`src/cfd_pkg.sv`:
```
package cfd_pkg;

  localparam int DATA_W      = 32;
  localparam int POS_OUT_W   = 4;
  localparam int IN_TDATA_W  = 32;
  localparam int OUT_TDATA_W = 104;
  localparam int OUT_PAD_W   = OUT_TDATA_W - 3 * DATA_W - POS_OUT_W;

  // register stages inside one delta unit
  localparam int DIV_LAT = 4;

  typedef logic signed [DATA_W-1:0] sample_t;

  localparam sample_t SAMPLE_MAX = 32'sh7fff_ffff;
  localparam sample_t SAMPLE_MIN = 32'sh8000_0000;

endpackage

```
`src/cfd_delta.sv`:
```
module cfd_delta #(
  parameter int DELTA_TAPS = 4
) (
  input  logic             clk,
  input  logic             en,
  input  cfd_pkg::sample_t cur,
  input  cfd_pkg::sample_t taps [DELTA_TAPS],
  output cfd_pkg::sample_t delta
);
  import cfd_pkg::*;

  localparam int TAP_SUM = DELTA_TAPS * (DELTA_TAPS + 1) / 2;
  localparam int DEN     = DELTA_TAPS * (DELTA_TAPS + 1) * (2 * DELTA_TAPS + 1) / 6;
  localparam int DIV_M   = 2 * DEN;
  localparam int SUM_W   = DATA_W + 2 + $clog2(TAP_SUM + 1);
  localparam int N_W     = SUM_W + 1;
  localparam int N_LO    = N_W / 2;
  localparam int N_HI    = N_W - N_LO;
  localparam int K_SH    = N_W + $clog2(DIV_M);
  localparam int R_W     = N_W + 2;
  localparam int R_LO    = R_W / 2;
  localparam int R_HI    = R_W - R_LO;
  localparam int P_W     = N_W + R_W;
  localparam int Q_W     = P_W - K_SH;

  localparam logic [63:0] RECIP = ((64'd1 << K_SH) + 64'(DIV_M) - 64'd1) / 64'(DIV_M);
  localparam logic [R_LO-1:0] RECIP_LO = RECIP[R_LO-1:0];
  localparam logic [R_HI-1:0] RECIP_HI = RECIP[R_W-1:R_LO];

  logic signed [SUM_W-1:0] sum_c;
  logic signed [SUM_W-1:0] sum_r;
  logic        [SUM_W-1:0] mag_c;
  logic        [N_W-1:0]   num_r;
  logic                    neg2_r;
  logic                    neg3_r;
  logic [N_LO+R_LO-1:0]    pp_ll_r;
  logic [N_LO+R_HI-1:0]    pp_lh_r;
  logic [N_HI+R_LO-1:0]    pp_hl_r;
  logic [N_HI+R_HI-1:0]    pp_hh_r;
  logic [P_W-1:0]          full_c;
  logic [Q_W-1:0]          quo_c;
  sample_t                 delta_nxt;
  sample_t                 delta_r;

  // weighted difference sum over the taps
  always_comb begin
    logic signed [DATA_W:0]  diff;
    logic signed [SUM_W-1:0] wgt;
    sum_c = '0;
    for (int n = 1; n <= DELTA_TAPS; n++) begin
      diff  = (DATA_W+1)'(cur) - (DATA_W+1)'(taps[n-1]);
      wgt   = SUM_W'(n);
      sum_c = sum_c + SUM_W'(diff) * wgt;
    end
  end

  assign mag_c = sum_r[SUM_W-1] ? SUM_W'(-sum_r) : SUM_W'(sum_r);

  assign full_c = P_W'(pp_ll_r)
                + (P_W'(pp_lh_r) << R_LO)
                + (P_W'(pp_hl_r) << N_LO)
                + (P_W'(pp_hh_r) << (N_LO + R_LO));
  assign quo_c  = full_c[P_W-1:K_SH];

  // round-half-away quotient, saturated to the sample range
  always_comb begin
    if (neg3_r) begin
      if (quo_c > Q_W'(64'h8000_0000)) begin
        delta_nxt = SAMPLE_MIN;
      end else begin
        delta_nxt = -sample_t'(quo_c[DATA_W-1:0]);
      end
    end else begin
      if (quo_c > Q_W'(64'h7fff_ffff)) begin
        delta_nxt = SAMPLE_MAX;
      end else begin
        delta_nxt = sample_t'(quo_c[DATA_W-1:0]);
      end
    end
  end

  always_ff @(posedge clk) begin
    if (en) begin
      sum_r   <= sum_c;
      neg2_r  <= sum_r[SUM_W-1];
      num_r   <= {mag_c, 1'b0} + N_W'(DEN);
      neg3_r  <= neg2_r;
      pp_ll_r <= (N_LO+R_LO)'(num_r[N_LO-1:0]) * (N_LO+R_LO)'(RECIP_LO);
      pp_lh_r <= (N_LO+R_HI)'(num_r[N_LO-1:0]) * (N_LO+R_HI)'(RECIP_HI);
      pp_hl_r <= (N_HI+R_LO)'(num_r[N_W-1:N_LO]) * (N_HI+R_LO)'(RECIP_LO);
      pp_hh_r <= (N_HI+R_HI)'(num_r[N_W-1:N_LO]) * (N_HI+R_HI)'(RECIP_HI);
      delta_r <= delta_nxt;
    end
  end

  assign delta = delta_r;

endmodule

```
`config.mk`:
```
export PLATFORM = sky130hd
export DESIGN_NAME = cfd_delta
export DESIGN_NICKNAME = d
export VERILOG_FILES = /design/src/cfd_pkg.sv /design/src/cfd_delta.sv
export SDC_FILE = /design/constraint.sdc
export NUM_CORES = 2
export LEC_CHECK = 0
export CORE_UTILIZATION = 40
export CTS_CLUSTER_SIZE = 25
export DETAILED_ROUTE_END_ITERATION = 10
export DONT_BUFFER_PORTS = 1
export GPL_ROUTABILITY_DRIVEN = 0
export HOLD_SLACK_MARGIN = 0.03
export SLEW_MARGIN = 20
export SYNTH_ARGS = -nofsm -noshare
export SYNTH_HDL_FRONTEND = slang
export SYNTH_SLANG_ARGS = --single-unit
```
`constraint.sdc`:
```
create_clock -name clk -period 12.5 [get_ports clk]
set_input_delay 2.5 -clock clk [delete_from_list [all_inputs] [get_ports clk]]
set_output_delay 2.5 -clock clk [all_outputs]
set_load 0.05 [all_outputs]
```
**Word-level counts from Yosys, hierarchy flattened**

Index checks and enable logic that the tools add are counted.

- Register bits: 263
- Latch bits: 0
- Memory bits (writable): 0
- Memory bits (read-only): 0
- Output and inout bits: 32
- Memories kept: 0

- $add $sub $neg: 13
- Multipliers: 5
- Divide/modulo/power cells: 0
- Order comparisons: 2
- Equal/unequal tests: 0
- Shift-type cells: 0
- Multiplexer cells: 4
- Bitwise logic cells: 0
- Reductions and logical operators: 0

Operators by type and width:

| operator | count |
|---|---|
| $sub 32x32->33 | 4 |
| $mux 32 | 3 |
| $add 61x79->80 | 1 |
| $add 60x59->61 | 1 |
| $add 39x59->60 | 1 |
| $mul 20x20->40 const B | 1 |
| $add 39x5->39 const B | 1 |
| $mul 19x20->39 const B | 1 |
| $add 37x35->38 | 1 |
| $mux 38 | 1 |
| $neg 38->38 | 1 |
| $add 35x36->37 | 1 |
| $mul 20x17->37 const B | 1 |
| $mul 19x17->36 const B | 1 |
| $mul 33x3->36 const B | 1 |
| $add 33x34->35 | 1 |
| $gt 35x31->1 const B | 1 |
| $gt 35x32->1 const B | 1 |
| $neg 32->32 | 1 |

**Depth between registers and ports, before layout**

- Word-level depth: 6
- Gate-level depth with buffers: 33
- Gate-level depth less buffers: 33

**Least setup slack after synthesis**

No wires, ideal clock.

- Path kind: input port to flip-flop
- Start: in cur[0]
- End: reg sum_r[37], data pin
- Setup time: 270 ps
- Arrival: 9407 ps
- Data required time: 12230 ps
- Setup slack: 2824 ps
- Cell stages on the path: 30
- Path buffers: 0
- Path through: inv_1 -> ha_1 -> fa_1 -> nor2b_1 -> o21ai_0 -> a21boi_0 -> o21ai_0 -> a21oi_1 -> o2111ai_1 -> a311oi_1 -> a221oi_1 -> o21ai_0 -> a21oi_1 -> xnor2_1 -> fa_1 -> fa_1 -> fa_1 -> inv_1 -> fa_1 -> inv_1 -> ha_1 -> a21o_1 -> a21o_1 -> a21oi_1 -> o21ai_0 -> and2_1 -> a41o_1 -> a2111o_1 -> a2111oi_0 -> nor3b_1

- Cells in the longest elaborated chain, start to end: 4
- Elaborated cells between the ends (all ways): 8

RTL lines:

| what | line | source |
|---|---|---|
| start: declaration | cfd_delta.sv:6 | `input cfd_pkg::sample_t cur,` |
| $sub 32x32->33 | cfd_delta.sv:51 | `diff = (DATA_W+1)'(cur) - (DATA_W+1)'(taps[n-1]);` |
| $mul 33x3->36 or $add 33x34->35 (tied branches) | cfd_delta.sv:53 | `sum_c = sum_c + SUM_W'(diff) * wgt;` |
| $add 35x36->37 | cfd_delta.sv:53 |  |
| $add 37x35->38 (*) | cfd_delta.sv:53 |  |
| via sum_c[37] | cfd_delta.sv:30 | `logic signed [SUM_W-1:0] sum_c;` |
| end signal: assignment | cfd_delta.sv:84 | `sum_r <= sum_c;` |
| end: declaration | cfd_delta.sv:31 | `logic signed [SUM_W-1:0] sum_r;` |

The timed path passes the listed nets; every way through them passes the cells marked *.
A chain may end at the register's enable or synchronous reset.

**Worst setup path in the final report**

Ends and elaborated chain as after synthesis.

==> results_dict.tcl <==
set metrics [dict create \
    via_count 24390 \
    critPathMaxStageDelay_ns 0.60 \
    drv_cap 0 \
    critical_path_class "input port to flip-flop" \
    min_period_ns 10.15 \
    setup_violations 0 \
    synth-xor-area-share_pct 8.564 \
    grt_max_degree 240 \
    synth-async-reset-ratio_pct 0 \
    status "finished clean" \
    synth_top_family_by_area "adder cells" \
    clk_pin_slew_ns 0.08 \
    grt_pass1_wl_um 125500 \
    synth_cell_types 95 \
    yosysTopAreaCellShare_pct 21.21 \
    hold_buffers 0 \
    rows 106 \
    synth_nets 4552 \
    nNetsFinal 4538 \
    die_w_um 292.8 \
    stdcell_count 4705 \
    routed_via_density 5.183 \
    synth-adder-area-share_pct 36.85 \
    cp_max_fo 6 \
    rsz0062_at_grt "no" \
    fin_skew_ns 0.02826 \
    min_path_cells 0 \
    post_cts_buffers 0 \
    setup.worst_path.start_class "input port" \
    fin_hold_ws_ns 0.4114 \
    ioPinCount 194 \
    dieHeight_um 292.8 \
    wl_per_cell_um 16.30 \
    synth_edf_count 239 \
    slew_viol_final 0 \
    maxSlewHeadroom_pct 42.93 \
    cts-root-buf "clkbuf_16" \
    arrival_ns 10.47 \
    critPathTopFamily "compound AO/OA/AOI/OAI gates" \
    synth-seq-area-share_pct 21.21 \
    synthMuxAreaShare_pct 0.5362 \
    core_um2 83690 \
    synth_warnings 0 \
    hold_viol 0 \
    die-area_um2 85760 \
    synth_compound_area_share_pct 13.99 \
    antenna_found_initial 2 \
    finalCritPeriodShare_pct 81.17 \
    ys_ff_latch 239 \
    finalWirelength_um 76720 \
    cp_num_cells 31 \
    placed_cells 4652 \
    yosys-top-cells-area "edfxtp_1, ha_1, fa_1" \
    crit_required_ns 12.82 \
    synth-main-ff-cell "edfxtp_1" \
    drc 0 \
    clock_path_buffers 3 \
    grt_util_all_layers_pct 17.97 \
    route.antenna.remaining_nets 0 \
    cp_slowest_cell "a311oi_1" \
    max_freq_ghz 0.09856 \
    first_iter_violations 1177 \
    crit_buf_inv 4 \
    cts.repair.resized 0 \
    cts_buffers 28 \
    grt_pass1_vias 24580 \
    hold_path.class "flip-flop to flip-flop" \
    dr.pass1.iters 5 \
    clk_latency_ns 0.58 \
    crit_path_frequent_cell "fa_1" \
    initial_core_util_pct 40.43 \
    gr-total-overflow 0 \
    tightestPinTransition_ns 0.8345 \
    syn_area_um2 33830 \
    clock_sinks 239 \
    htreeDepth 1 \
    syn_area_per_cell_um2 9.499 \
    yosysTopAreaCell "edfxtp_1" \
    synth_cells 3562 \
    cts_tree "done" \
    fin_util_pct 43.04 \
    drive_above_1_share_pct 3.306 \
    synth_simple_gate_area_share_pct 11.35 \
    reg2reg_depth 20 \
    syn2layout_area_growth_pct 6.464 \
    portBuffers 0 \
    end_kind "flip-flop" \
    final.setup.tns_ns 0 \
    hpwl_um 65530 \
]
## worst register-to-register path: stages (launching register included)
cell and delay (ns):
edfxtp_1 0.47, ha_1 0.34, inv_1 0.06, fa_1 0.52, inv_1 0.08, fa_1 0.58, fa_1 0.44, ha_1 0.34
ha_1 0.23, inv_1 0.07, fa_1 0.48, nor4b_1 0.41, and2_1 0.27, nand2_1 0.12, a211oi_1 0.37, nor2_1 0.16
o211a_1 0.26, o41a_1 0.47, o31ai_1 0.39, nor4bb_1 0.35, nor3_1 0.09
## path summary, 6_finish.rpt
kind,from,end,slack [ns]
worst min register to register,neg2_r,neg3_r,0.41
worst max-delay path,cur[0],sum_r[37],2.35
worst max register to register,num_r[25],pp_hl_r[39],5.73
worst min-delay path,neg2_r,neg3_r,0.41
## per-stage QoR
| stage | setup slack (ns) | area, um^2 |
|---|---|---|
| final | 2.354 | 36020 |
| after global routing | 1.926 | 36020 |
| after CTS | 2.412 | 36020 |
| after detailed placement | 1.827 | 35080 |
| after global placement | 1.980 | 35080 |
| after floorplan | 2.824 | 33840 |
## metal layers
metal / vias to the layer above / global-route usage (%) / routed length (um) / share of wire (%)
met3: 75 / 1.548 / 2429 / 3.2
met1: 11590 / 23.92 / 35990 / 47
li1: 12300 / - / - / -
met4: 0 / 3.882 / 1470 / 1.9
met2: 423 / 31.60 / 36830 / 48
met5: - / 0 / 0 / 0
## placed cells by master, fill, tap and decap left out, types with 20 or more instances in the layout
cell	netlist	final
a211oi_1	26	26
a21o_1	93	93
a21oi_1	213	213
a31oi_1	20	20
and3_1	22	22
clkbuf_16	0	29
edfxtp_1	239	239
fa_1	281	281
ha_1	547	547
inv_1	616	616
nand2_1	176	176
nand2b_1	33	33
nand3_1	69	69
nand4_1	29	29
nor2_1	179	179
nor2b_1	32	32
nor3_1	66	65
o21a_1	32	32
o21ai_0	129	129
o21bai_1	35	35
or3_1	36	36
xnor2_1	204	204
xor2_1	125	125
## cells in the mapped netlist, drive strengths merged (11+ instances only)
cell	number
nand2b	33
o211ai	18
a21oi	214
fa	281
nor2	181
a31oi	20
or3	38
or2	21
xnor2	204
ha	547
edfxtp	239
or4	11
nor4	22
clkbuf	40
nor3	70
nand2	177
and3	22
o21ai	134
nand4	30
o21a	32
xor2	126
a211oi	27
o21bai	35
nand3	69
a21o	93
mux2i	12
a221oi	12
and2	12
inv	617
a2111oi	12
nor2b	32
o31ai	20
## area by class of cell
type,instances,area [um^2]
clock buffer,32,737.0
inverter,618,2320
sequential,239,7177
multi-input combinational,2656,24130
antenna,2,5.005
fill,8192,47670
clock inverter,19,197.7
timing repair buffer,5,37.54
tap,1134,1419
## logic make-up after synthesis
kind of cell	Yosys count
flops	239
fa+ha+maj	828
simple gates	756
buf+inv	667
compound gates	726
mux	16
xor+xnor	330
## sequential cells by signal, indices dropped and copies added, names as in the netlist
register and count:
pp_hl_r 40, num_r 38, sum_r 38, pp_hh_r 34, delta 32, pp_lh_r 32, pp_ll_r 23, neg2_r 1
neg3_r 1
Power is not shown: default switching activity piles up to over one toggle a cycle in this logic, so the estimate is an artifact.
